### src/rtl/core/atbl_pkg.sv
// Shared types and codes for the array table engine.
// No dependencies; used by every module in rtl/core.
`timescale 1ns / 1ps
`default_nettype none

package atbl_pkg;

    localparam int ELEM_W   = 32;
    localparam int KIND_W   = 3;
    localparam int POS_W    = 6;
    localparam int STATUS_W = 2;

    typedef logic signed [ELEM_W-1:0] t_elem;
    typedef logic [POS_W-1:0]         t_pos;
    typedef logic [STATUS_W-1:0]      t_status;
    typedef logic [KIND_W-1:0]        t_kind;

    // command kinds
    localparam t_kind KIND_LOAD   = 3'd0;
    localparam t_kind KIND_DELETE = 3'd1;
    localparam t_kind KIND_SEARCH = 3'd2;
    localparam t_kind KIND_READ   = 3'd3;
    localparam t_kind KIND_SORT   = 3'd4;

    // result status codes
    localparam t_status ST_OK       = 2'd0;
    localparam t_status ST_NOTFOUND = 2'd1;
    localparam t_status ST_BADPOS   = 2'd2;
    localparam t_status ST_FULL     = 2'd3;

endpackage

`default_nettype wire

### src/rtl/core/atbl_mem.sv
// Element store: one write port, one read port with registered read data.
// Uses atbl_pkg for the element type.
`timescale 1ns / 1ps
`default_nettype none

module atbl_mem #(
    parameter int DEPTH = 32
) (
    input  wire logic                       i_clk,
    input  wire logic                       i_we,
    input  wire logic [$clog2(DEPTH)-1:0]   i_waddr,
    input  wire atbl_pkg::t_elem            i_wdata,
    input  wire logic [$clog2(DEPTH)-1:0]   i_raddr,
    output atbl_pkg::t_elem                 o_rdata
);

    atbl_pkg::t_elem r_mem [DEPTH];
    atbl_pkg::t_elem r_rdata;

    always_ff @(posedge i_clk) begin
        if (i_we) begin
            r_mem[i_waddr] <= i_wdata;
        end
        r_rdata <= r_mem[i_raddr];
    end

    assign o_rdata = r_rdata;

endmodule

`default_nettype wire

### src/rtl/core/atbl_cmp.sv
// Shared compare unit: equality and signed greater-than on two elements.
// Uses atbl_pkg for the element type.
`timescale 1ns / 1ps
`default_nettype none

module atbl_cmp (
    input  wire atbl_pkg::t_elem i_a,
    input  wire atbl_pkg::t_elem i_b,
    output logic                 o_eq,
    output logic                 o_gt
);

    assign o_eq = (i_a == i_b);
    assign o_gt = (i_a > i_b);

endmodule

`default_nettype wire

### src/rtl/core/array_table_engine_top.sv
// Array table engine top: command sequencer, output register, store and compare unit.
// Depends on atbl_pkg, atbl_mem and atbl_cmp.
//
//  channel  dir  tdata (low bit up)                          tuser  tlast
//  s_axis   in   value[31:0] position[37:32] restart[38] pad kind   -
//  m_axis   out  status[1:0] found_position[7:2] element     -      last
//
// One command at a time; s_axis_tready is high only while the sequencer is idle.
// Sort runs bubble passes with lim = n-1 (n = count) down to 1, with an early exit
// on a pass without swaps; unknown kinds are dropped without a result.
// A result waits until the output register frees up.
// All walks go through the single read port of the store.
// Reset empties the table (count 0); stored elements are not cleared.
// The output register lets the next command in while a result waits on m_axis.
`timescale 1ns / 1ps
`default_nettype none

module array_table_engine_top #(
    parameter int DEPTH = 32
) (
    input  wire logic        i_clk,
    input  wire logic        i_rst_n,
    input  wire logic        s_axis_tvalid,
    output logic             s_axis_tready,
    input  wire logic [39:0] s_axis_tdata,   // value, position, restart, zero pad
    input  wire logic [2:0]  s_axis_tuser,   // kind
    output logic             m_axis_tvalid,
    input  wire logic        m_axis_tready,
    output logic [39:0]      m_axis_tdata,   // status, found_position, element
    output logic             m_axis_tlast
);

    localparam int AW   = $clog2(DEPTH);
    localparam int CW   = $clog2(DEPTH + 1);
    localparam int CMPW = CW + atbl_pkg::POS_W;

    typedef enum logic [3:0] {
        S_IDLE,
        S_EMIT,
        S_RD_WAIT,
        S_RD_GET,
        S_SRCH_RD,
        S_SRCH_CMP,
        S_SRCH_END,
        S_DEL_RD,
        S_DEL_CMP,
        S_SHIFT_RD,
        S_SHIFT_WR,
        S_SORT_P0,
        S_SORT_LA,
        S_SORT_CMP,
        S_SORT_END
    } t_state;

    t_state            r_state;
    logic [CW-1:0]     r_count;
    logic [CW-1:0]     r_idx;
    logic [CW-1:0]     r_lim;
    atbl_pkg::t_elem   r_val;
    atbl_pkg::t_elem   r_a;
    logic              r_swap;
    logic              r_pend;
    atbl_pkg::t_pos    r_pend_pos;
    atbl_pkg::t_pos    r_hit;
    atbl_pkg::t_status r_res_status;
    atbl_pkg::t_pos    r_res_pos;
    atbl_pkg::t_elem   r_res_elem;

    logic              r_out_valid;
    atbl_pkg::t_status r_out_status;
    atbl_pkg::t_pos    r_out_pos;
    atbl_pkg::t_elem   r_out_elem;
    logic              r_out_last;

    // input beat fields
    atbl_pkg::t_kind   in_kind;
    atbl_pkg::t_elem   in_value;
    atbl_pkg::t_pos    in_pos;
    logic              in_restart;

    logic              out_free;
    logic              full;
    logic [CW-1:0]     idx_inc;
    logic [CW-1:0]     idx_dec;
    logic [CMPW-1:0]   pos_ext;
    logic              pos_bad;
    logic              sorting;

    logic              mem_we;
    logic [AW-1:0]     mem_waddr;
    atbl_pkg::t_elem   mem_wdata;
    logic [AW-1:0]     mem_raddr;
    atbl_pkg::t_elem   mem_rdata;
    atbl_pkg::t_elem   cmp_a;
    logic              cmp_eq;
    logic              cmp_gt;

    assign in_kind    = s_axis_tuser;
    assign in_value   = s_axis_tdata[31:0];
    assign in_pos     = s_axis_tdata[37:32];
    assign in_restart = s_axis_tdata[38];

    assign out_free = !r_out_valid || m_axis_tready;
    assign full     = (r_count == CW'(DEPTH));
    assign idx_inc  = r_idx + CW'(1);
    assign idx_dec  = r_idx - CW'(1);
    assign pos_ext  = CMPW'(in_pos);
    assign pos_bad  = (in_pos == '0) || (pos_ext > CMPW'(r_count));
    assign sorting  = (r_state == S_SORT_LA) || (r_state == S_SORT_CMP);

    assign cmp_a = sorting ? r_a : r_val;

    // store port control; the sort compare stage reads one entry ahead
    always_comb begin
        mem_we    = 1'b0;
        mem_waddr = r_idx[AW-1:0];
        mem_wdata = mem_rdata;
        mem_raddr = (r_state == S_SORT_CMP) ? idx_inc[AW-1:0] : r_idx[AW-1:0];
        unique case (r_state)
            S_IDLE: begin
                mem_we    = s_axis_tvalid && (in_kind == atbl_pkg::KIND_LOAD)
                            && (in_restart || !full);
                mem_waddr = in_restart ? '0 : r_count[AW-1:0];
                mem_wdata = in_value;
            end
            S_SHIFT_WR: begin
                mem_we    = 1'b1;
                mem_waddr = idx_dec[AW-1:0];
                mem_wdata = mem_rdata;
            end
            S_SORT_CMP: begin
                mem_we    = 1'b1;
                mem_waddr = idx_dec[AW-1:0];
                mem_wdata = cmp_gt ? mem_rdata : r_a;
            end
            S_SORT_END: begin
                mem_we    = 1'b1;
                mem_waddr = r_lim[AW-1:0];
                mem_wdata = r_a;
            end
            default: begin
                mem_we = 1'b0;
            end
        endcase
    end

    always_ff @(posedge i_clk) begin
        if (!i_rst_n) begin
            r_state     <= S_IDLE;
            r_count     <= '0;
            r_out_valid <= 1'b0;
            r_pend      <= 1'b0;
            r_swap      <= 1'b0;
        end else begin
            if (m_axis_tready) begin
                r_out_valid <= 1'b0;
            end
            unique case (r_state)
                S_IDLE: begin
                    if (s_axis_tvalid) begin
                        r_val        <= in_value;
                        r_res_status <= atbl_pkg::ST_OK;
                        r_res_pos    <= '0;
                        r_res_elem   <= '0;
                        r_idx        <= '0;
                        unique case (in_kind)
                            atbl_pkg::KIND_LOAD: begin
                                if (in_restart) begin
                                    r_count <= CW'(1);
                                end else if (full) begin
                                    r_res_status <= atbl_pkg::ST_FULL;
                                end else begin
                                    r_count <= r_count + CW'(1);
                                end
                                r_state <= S_EMIT;
                            end
                            atbl_pkg::KIND_DELETE: begin
                                r_state <= S_DEL_RD;
                            end
                            atbl_pkg::KIND_SEARCH: begin
                                r_pend  <= 1'b0;
                                r_state <= S_SRCH_RD;
                            end
                            atbl_pkg::KIND_READ: begin
                                if (pos_bad) begin
                                    r_res_status <= atbl_pkg::ST_BADPOS;
                                    r_state      <= S_EMIT;
                                end else begin
                                    r_idx   <= CW'(pos_ext - CMPW'(1));
                                    r_state <= S_RD_WAIT;
                                end
                            end
                            atbl_pkg::KIND_SORT: begin
                                r_lim <= r_count - CW'(1);
                                if (r_count < CW'(2)) begin
                                    r_state <= S_EMIT;
                                end else begin
                                    r_state <= S_SORT_P0;
                                end
                            end
                            default: begin
                                // unknown kinds are dropped without a result
                                r_state <= S_IDLE;
                            end
                        endcase
                    end
                end
                S_EMIT: begin
                    if (out_free) begin
                        r_out_valid  <= 1'b1;
                        r_out_status <= r_res_status;
                        r_out_pos    <= r_res_pos;
                        r_out_elem   <= r_res_elem;
                        r_out_last   <= 1'b1;
                        r_state      <= S_IDLE;
                    end
                end
                S_RD_WAIT: begin
                    r_state <= S_RD_GET;
                end
                S_RD_GET: begin
                    r_res_elem <= mem_rdata;
                    r_state    <= S_EMIT;
                end
                S_SRCH_RD: begin
                    r_state <= (r_idx == r_count) ? S_SRCH_END : S_SRCH_CMP;
                end
                S_SRCH_CMP: begin
                    // a hit is held back until the next one shows it is not the last
                    if (!cmp_eq) begin
                        r_idx   <= idx_inc;
                        r_state <= S_SRCH_RD;
                    end else if (!r_pend || out_free) begin
                        if (r_pend) begin
                            r_out_valid  <= 1'b1;
                            r_out_status <= atbl_pkg::ST_OK;
                            r_out_pos    <= r_pend_pos;
                            r_out_elem   <= '0;
                            r_out_last   <= 1'b0;
                        end
                        r_pend     <= 1'b1;
                        r_pend_pos <= atbl_pkg::POS_W'(idx_inc);
                        r_idx      <= idx_inc;
                        r_state    <= S_SRCH_RD;
                    end
                end
                S_SRCH_END: begin
                    r_res_status <= r_pend ? atbl_pkg::ST_OK : atbl_pkg::ST_NOTFOUND;
                    r_res_pos    <= r_pend ? r_pend_pos : '0;
                    r_state      <= S_EMIT;
                end
                S_DEL_RD: begin
                    if (r_idx == r_count) begin
                        r_res_status <= atbl_pkg::ST_NOTFOUND;
                        r_state      <= S_EMIT;
                    end else begin
                        r_state <= S_DEL_CMP;
                    end
                end
                S_DEL_CMP: begin
                    r_idx <= idx_inc;
                    if (cmp_eq) begin
                        r_hit   <= atbl_pkg::POS_W'(idx_inc);
                        r_state <= S_SHIFT_RD;
                    end else begin
                        r_state <= S_DEL_RD;
                    end
                end
                S_SHIFT_RD: begin
                    if (r_idx == r_count) begin
                        r_count   <= r_count - CW'(1);
                        r_res_pos <= r_hit;
                        r_state   <= S_EMIT;
                    end else begin
                        r_state <= S_SHIFT_WR;
                    end
                end
                S_SHIFT_WR: begin
                    r_idx   <= idx_inc;
                    r_state <= S_SHIFT_RD;
                end
                S_SORT_P0: begin
                    r_idx   <= CW'(1);
                    r_swap  <= 1'b0;
                    r_state <= S_SORT_LA;
                end
                S_SORT_LA: begin
                    r_a     <= mem_rdata;
                    r_state <= S_SORT_CMP;
                end
                S_SORT_CMP: begin
                    // carry the larger element up the pass, write back the smaller
                    if (cmp_gt) begin
                        r_swap <= 1'b1;
                    end else begin
                        r_a <= mem_rdata;
                    end
                    if (r_idx == r_lim) begin
                        r_state <= S_SORT_END;
                    end else begin
                        r_idx <= idx_inc;
                    end
                end
                S_SORT_END: begin
                    if (!r_swap || (r_lim == CW'(1))) begin
                        r_state <= S_EMIT;
                    end else begin
                        r_lim   <= r_lim - CW'(1);
                        r_idx   <= '0;
                        r_state <= S_SORT_P0;
                    end
                end
                default: begin
                    r_state <= S_IDLE;
                end
            endcase
        end
    end

    atbl_mem #(
        .DEPTH (DEPTH)
    ) u_mem (
        .i_clk   (i_clk),
        .i_we    (mem_we),
        .i_waddr (mem_waddr),
        .i_wdata (mem_wdata),
        .i_raddr (mem_raddr),
        .o_rdata (mem_rdata)
    );

    atbl_cmp u_cmp (
        .i_a  (cmp_a),
        .i_b  (mem_rdata),
        .o_eq (cmp_eq),
        .o_gt (cmp_gt)
    );

    assign s_axis_tready = (r_state == S_IDLE);
    assign m_axis_tvalid = r_out_valid;
    assign m_axis_tdata  = {r_out_elem, r_out_pos, r_out_status};
    assign m_axis_tlast  = r_out_last;

endmodule

`default_nettype wire
### config.mk
export PLATFORM = sky130hd
export DESIGN_NAME = array_table_engine_top
export DESIGN_NICKNAME = d
export VERILOG_FILES = /design/src/rtl/core/atbl_pkg.sv /design/src/rtl/core/atbl_mem.sv /design/src/rtl/core/atbl_cmp.sv /design/src/rtl/core/array_table_engine_top.sv
export SDC_FILE = /design/constraint.sdc
export NUM_CORES = 2
export LEC_CHECK = 0
export CAP_MARGIN = 20
export CORE_MARGIN = 2
export CORE_UTILIZATION = 35
export CTS_BUF_LIST = sky130_fd_sc_hd__clkbuf_16
export DETAILED_ROUTE_END_ITERATION = 7
export DONT_BUFFER_PORTS = 1
export PLACE_DENSITY = 0.46
export SYNTH_ARGS = -nofsm -noshare
export SYNTH_HDL_FRONTEND = slang
export SYNTH_SLANG_ARGS = --single-unit
### constraint.sdc
create_clock -name i_clk -period 8.8 [get_ports i_clk]
set_input_delay 0.44 -clock i_clk [delete_from_list [all_inputs] [get_ports i_clk]]
set_output_delay 0.44 -clock i_clk [all_outputs]
set_load 0.005 [all_outputs]
==> impl_results.html <==
<table>
<tr><th>Metric</th><th>Value</th></tr>
<tr><th colspan="2">Run</th></tr>
<tr><td>Max-cap violation count</td><td>0</td></tr>
<tr><th colspan="2">STA</th></tr>
<tr><td>Relative slew slack</td><td>19.7%</td></tr>
<tr><td>Count of pins over their slew limit</td><td>0</td></tr>
<tr><td>Final hold viol count</td><td>0</td></tr>
<tr><td>Worst clock skew</td><td>25.1 ps</td></tr>
<tr><td>Post-route setup TNS</td><td>0 ps</td></tr>
<tr><td>Final critical-path required period</td><td>6240 ps</td></tr>
<tr><td>FMAX</td><td>0.160 GHz</td></tr>
<tr><td>Fin crit share</td><td>70.9%</td></tr>
<tr><td>Setup repair after global routing missed its margin</td><td>no</td></tr>
<tr><td>Setup violations, final</td><td>0</td></tr>
<tr><td>Tightest Pin Transition</td><td>1200 ps</td></tr>
<tr><th colspan="2">Hold path</th></tr>
<tr><td>WHS Endpoint</td><td>r_idx[1]$_DFFE_PP_</td></tr>
<tr><td>HP Start</td><td>s_axis_tdata[33]</td></tr>
<tr><td>Hold/Removal Path Class</td><td>input pin to flip-flop</td></tr>
<tr><td>Depth of the worst hold-timing path</td><td>3</td></tr>
<tr><th colspan="2">Cells and area</th></tr>
<tr><td>Layout cell share with drive strength beyond 1</td><td>10.4%</td></tr>
<tr><td>Multi-input combinational cell area</td><td>12900 um^2</td></tr>
<tr><td>Syn-to-layout area delta</td><td>14.3%</td></tr>
<tr><td>Most frequent standard cell in the layout excluding fill and tap cells</td><td>sky130_fd_sc_hd__edfxtp_1</td></tr>
<tr><td>Combined flip-flop and latch cell area</td><td>36700 um^2</td></tr>
<tr><td>Leading cell types in the layout, fill and taps excluded</td><td>sky130_fd_sc_hd__edfxtp_1 (1193), sky130_fd_sc_hd__mux2i_1 (451), sky130_fd_sc_hd__a21oi_1 (224), sky130_fd_sc_hd__nand2_1 (192), sky130_fd_sc_hd__clkbuf_16 (140)</td></tr>
<tr><td>Net count of the finished layout</td><td>3355</td></tr>
<tr><td>Filler Cell Count</td><td>13000</td></tr>
<tr><th colspan="2">Setup path</th></tr>
<tr><td>Kind of launch point of the worst setup path</td><td>flip-flop</td></tr>
<tr><td>FF-to-FF Start</td><td>r_state[2]$_SDFFE_PN0P_</td></tr>
<tr><td>Slowest cell delay on critical path</td><td>960 ps</td></tr>
<tr><td>Maximum fanout along the worst path</td><td>32</td></tr>
<tr><td>Crit path capture type</td><td>flip-flop</td></tr>
<tr><td>Flop-to-flop setup slack</td><td>2560 ps</td></tr>
<tr><td>Signal arrival time at the worst endpoint</td><td>6640 ps</td></tr>
<tr><td>Critical Path, Cell by Cell</td><td>nand2_1 &gt; buf_16 &gt; mux2_2 &gt; ha_1 &gt; nand4_1 &gt; nor3_1 &gt; a21boi_0 &gt; o31ai_1 &gt; a31oi_1 &gt; a21o_2 &gt; buf_4 &gt; a221o_1</td></tr>
<tr><td>Register-to-Register Path Depth</td><td>12</td></tr>
<tr><td>Combined buffer and inverter count along the critical path</td><td>2</td></tr>
<tr><td>Cell class contributing the biggest share of worst-path delay</td><td>compound AO/OA/AOI/OAI gates</td></tr>
<tr><td>Highest-delay cell along the critical path</td><td>sky130_fd_sc_hd__a221o_1</td></tr>
<tr><td>Worst r2r dst</td><td>u_mem.r_mem[1][11]$_DFFE_PP_</td></tr>
<tr><td>CP required</td><td>9200 ps</td></tr>
<tr><td>Worst Path Class, Setup</td><td>flip-flop to flip-flop</td></tr>
<tr><th colspan="2">Detailed routing</th></tr>
<tr><td>Vias per Instance</td><td>5.58</td></tr>
<tr><td>DRC errors left</td><td>0</td></tr>
<tr><td>Post-DR wirelength/cell</td><td>30.0 um</td></tr>
<tr><td>Via count</td><td>29500</td></tr>
<tr><td>Number of design-rule violations left by the first detailed-router iteration</td><td>2907</td></tr>
<tr><td>Routed Wire Length</td><td>158000 um</td></tr>
<tr><td>Antenna viol nets, final</td><td>0</td></tr>
<tr><td>Number of search-and-repair iterations in the first detailed-routing pass</td><td>6</td></tr>
<tr><th colspan="2">Clocking</th></tr>
<tr><td>CTS tree</td><td>yes</td></tr>
<tr><td>H-tree depth</td><td>4</td></tr>
<tr><td>Insertion delay to the later sink of the worst-skew pair</td><td>770 ps</td></tr>
<tr><td>Num CTS Buffers</td><td>134</td></tr>
<tr><td>Root buffer cell</td><td>sky130_fd_sc_hd__clkbuf_16</td></tr>
<tr><td>Clock-pin transition on the worst setup and hold timing paths</td><td>60 ps</td></tr>
<tr><td>Sink Count</td><td>1238</td></tr>
<tr><td>Number of instances resized during post-cts repair</td><td>0</td></tr>
<tr><td>Clk buf depth</td><td>3</td></tr>
<tr><th colspan="2">GRT</th></tr>
<tr><td>Number of global-route vias before repair</td><td>28900</td></tr>
<tr><td>Maximum number of pins on one net before global-route repair</td><td>101</td></tr>
<tr><td>Total global routing track utilization</td><td>21.2%</td></tr>
<tr><td>Number of antenna violations at the first check in global routing</td><td>5</td></tr>
<tr><td>First-pass GRT wire length</td><td>220000 um</td></tr>
<tr><td>Global route overflow</td><td>0</td></tr>
<tr><th colspan="2">Logic synthesis</th></tr>
<tr><td>Ys async rst share</td><td>0%</td></tr>
<tr><td>Total standard cell area after synthesis</td><td>50400 um^2</td></tr>
<tr><td>Synthesized Nets</td><td>3287</td></tr>
<tr><td>Area share of the largest cell type after synthesis</td><td>71.1%</td></tr>
<tr><td>Cell accounting for the most synthesized area</td><td>sky130_fd_sc_hd__edfxtp_1</td></tr>
<tr><td>Top cells by area in the synthesized netlist</td><td>sky130_fd_sc_hd__edfxtp_1 (71%), sky130_fd_sc_hd__mux2i_1 (9.0%), sky130_fd_sc_hd__a21oi_1 (2.2%)</td></tr>
<tr><td>Most used flip-flop cell after synthesis</td><td>sky130_fd_sc_hd__edfxtp_1</td></tr>
<tr><td>Number of flops mapped to enable cells by yosys</td><td>1193</td></tr>
<tr><td>Synth warn</td><td>0</td></tr>
<tr><td>Post-synthesis register bit count</td><td>1238</td></tr>
<tr><td>Number of library cell types mapped by synthesis</td><td>66</td></tr>
<tr><td>Synth Instances</td><td>3194</td></tr>
<tr><td>Sequential cell area fraction in the yosys report</td><td>72.8%</td></tr>
<tr><td>Post-synthesis average cell area</td><td>15.8 um^2</td></tr>
<tr><th colspan="2">Placed design</th></tr>
<tr><td>PortBufs</td><td>0</td></tr>
<tr><td>HPWL after detailed placement</td><td>85600 um</td></tr>
<tr><td>Global placer's final weighted congestion</td><td>0.833</td></tr>
<tr><th colspan="2">Power</th></tr>
<tr><td>Static Leakage</td><td>19.4 nW</td></tr>
<tr><td>Total Power</td><td>0.0188 W</td></tr>
<tr><td>Cell Pwr Density</td><td>326 nW/um^2</td></tr>
<tr><td>Maximum ir drop on the vdd rail</td><td>0.000174 V</td></tr>
<tr><th colspan="2">Outcome</th></tr>
<tr><td>Outcome</td><td>complete, no violations</td></tr>
<tr><th colspan="2">Die</th></tr>
<tr><td>Boundary pin count</td><td>90</td></tr>
<tr><td>Starting utilization of the core area</td><td>35.2%</td></tr>
<tr><td>Die span in x</td><td>384 um</td></tr>
<tr><td>Area inside the core boundary</td><td>143000 um^2</td></tr>
<tr><td>Cell row count</td><td>139</td></tr>
<tr><td>Full die area</td><td>147000 um^2</td></tr>
<tr><td>Vertical die dimension</td><td>384 um</td></tr>
</table>
## Yosys cell counts (all sizes together) (37+ instances only)
cell type  number
and2           74
dfxtp          45
nor2           80
clkbuf        106
buf            91
o22a           64
nor3           51
nor4           37
mux2i         452
o22ai         106
ha             46
nand2         192
edfxtp       1193
inv            54
a21oi         226
## kinds of logic (layout without fill, tap and decap cells)
| group | count (synthesis) | count (layout) | synth area share (%) |
|---|---|---|---|
| adder cells (fa/ha/maj) | 46 | 46 | 1.14 |
| buffers and inverters | 252 | 423 | 2.36 |
| XOR/XNOR | 32 | 32 | 0.556 |
| AO/OA/AOI/OAI | 597 | 597 | 8.01 |
| flip-flops | 1238 | 1238 | 72.8 |
| AND/OR/NAND/NOR | 545 | 545 | 5.40 |
| multiplexers | 484 | 484 | 9.69 |
| other | 0 | 15 | 0 |
## worst max-delay path by stage
| stage | start | endpoint | slack [ps] | depth (start not counted) |
|---|---|---|---|---|
| after CTS | r_state[1]$_SDFFE_PN0P_ | u_mem.r_mem[17][24]$_DFFE_PP_ | 2090 | 13 |
| after global placement | r_state[1]$_SDFFE_PN0P_ | u_mem.r_mem[25][24]$_DFFE_PP_ | 2420 | 13 |
| after floorplan | r_state[2]$_SDFFE_PN0P_ | m_axis_tlast$_DFFE_PP_ | 2430 | 11 |
| after global routing | r_state[1]$_SDFFE_PN0P_ | u_mem.r_mem[19][27]$_DFFE_PP_ | 2330 | 13 |
| after detailed placement | r_state[1]$_SDFFE_PN0P_ | u_mem.r_mem[10][24]$_DFFE_PP_ | 2110 | 13 |
| final | r_state[2]$_SDFFE_PN0P_ | u_mem.r_mem[1][11]$_DFFE_PP_ | 2560 | 12 |
## flip-flops by register name, summed over array words and instances (netlist names), 32 cells and up
signal	count
u_mem.o_rdata	32
r_out_elem	32
u_mem.r_mem	1024
r_val	32
r_res_elem	32
r_a	32
## stage by stage
step / instances / area [um^2] / hold WS [ps] / utilization (%) / worst slack, ps
global placement: 4974 / 52800 / 443 / 36.9 / 2420
global route: 5275 / 57600 / 70.7 / 40.2 / 2330
CTS: 5258 / 57400 / 13.4 / 40.0 / 2090
floorplan: 3194 / 50400 / 431 / - / 2430
finish: 5283 / 57600 / 70.1 / 40.2 / 2560
detailed placement: 4975 / 52800 / 453 / 36.9 / 2110
## routing by layer
layer / global-route usage [%] / vias up / part of all wire (%)
met2: 35.4 / 1095 / 49
met3: 3.66 / 273 / 6.3
met4: 7.69 / 2 / 3.4
met5: 0 / - / 0.0069
li1: - / 12700 / -
met1: 27.7 / 15400 / 42
## report_power, final
part           switching (W)  internal (W)
clock network        0.00229       0.00302
logic                0.00362       0.00146
registers           0.000226       0.00819
total                0.00613        0.0127
## cell type report
class                           instances  share of cell area [%]
Sequential cell                      1238                    63.7
Inverter                               55                   0.358
Clock buffer                          140                    6.08
Antenna cell                           15                  0.0651
Timing Repair Buffer                  129                    2.20
Multi-Input combinational cell       1704                    22.4
Clock inverter                         99                    1.06
Tap cell                             1903                    4.13
## worst reg2reg max path, stage by stage (launching register included)
cell	delay [ps]
sky130_fd_sc_hd__dfxtp_1	890
sky130_fd_sc_hd__nand2_1	450
sky130_fd_sc_hd__buf_16	300
sky130_fd_sc_hd__mux2_2	310
sky130_fd_sc_hd__ha_1	310
sky130_fd_sc_hd__nand4_1	170
sky130_fd_sc_hd__nor3_1	720
sky130_fd_sc_hd__a21boi_0	250
sky130_fd_sc_hd__o31ai_1	110
sky130_fd_sc_hd__a31oi_1	580
sky130_fd_sc_hd__a21o_2	240
sky130_fd_sc_hd__buf_4	530
sky130_fd_sc_hd__a221o_1	990
## what timing repair did
item / in CTS / in global routing
hold endpoints to repair: 46 / 0
hold buffers: 44 / 0
buffers inserted: 0 / 0
Note: power is estimated with default switching activity, not from simulation.
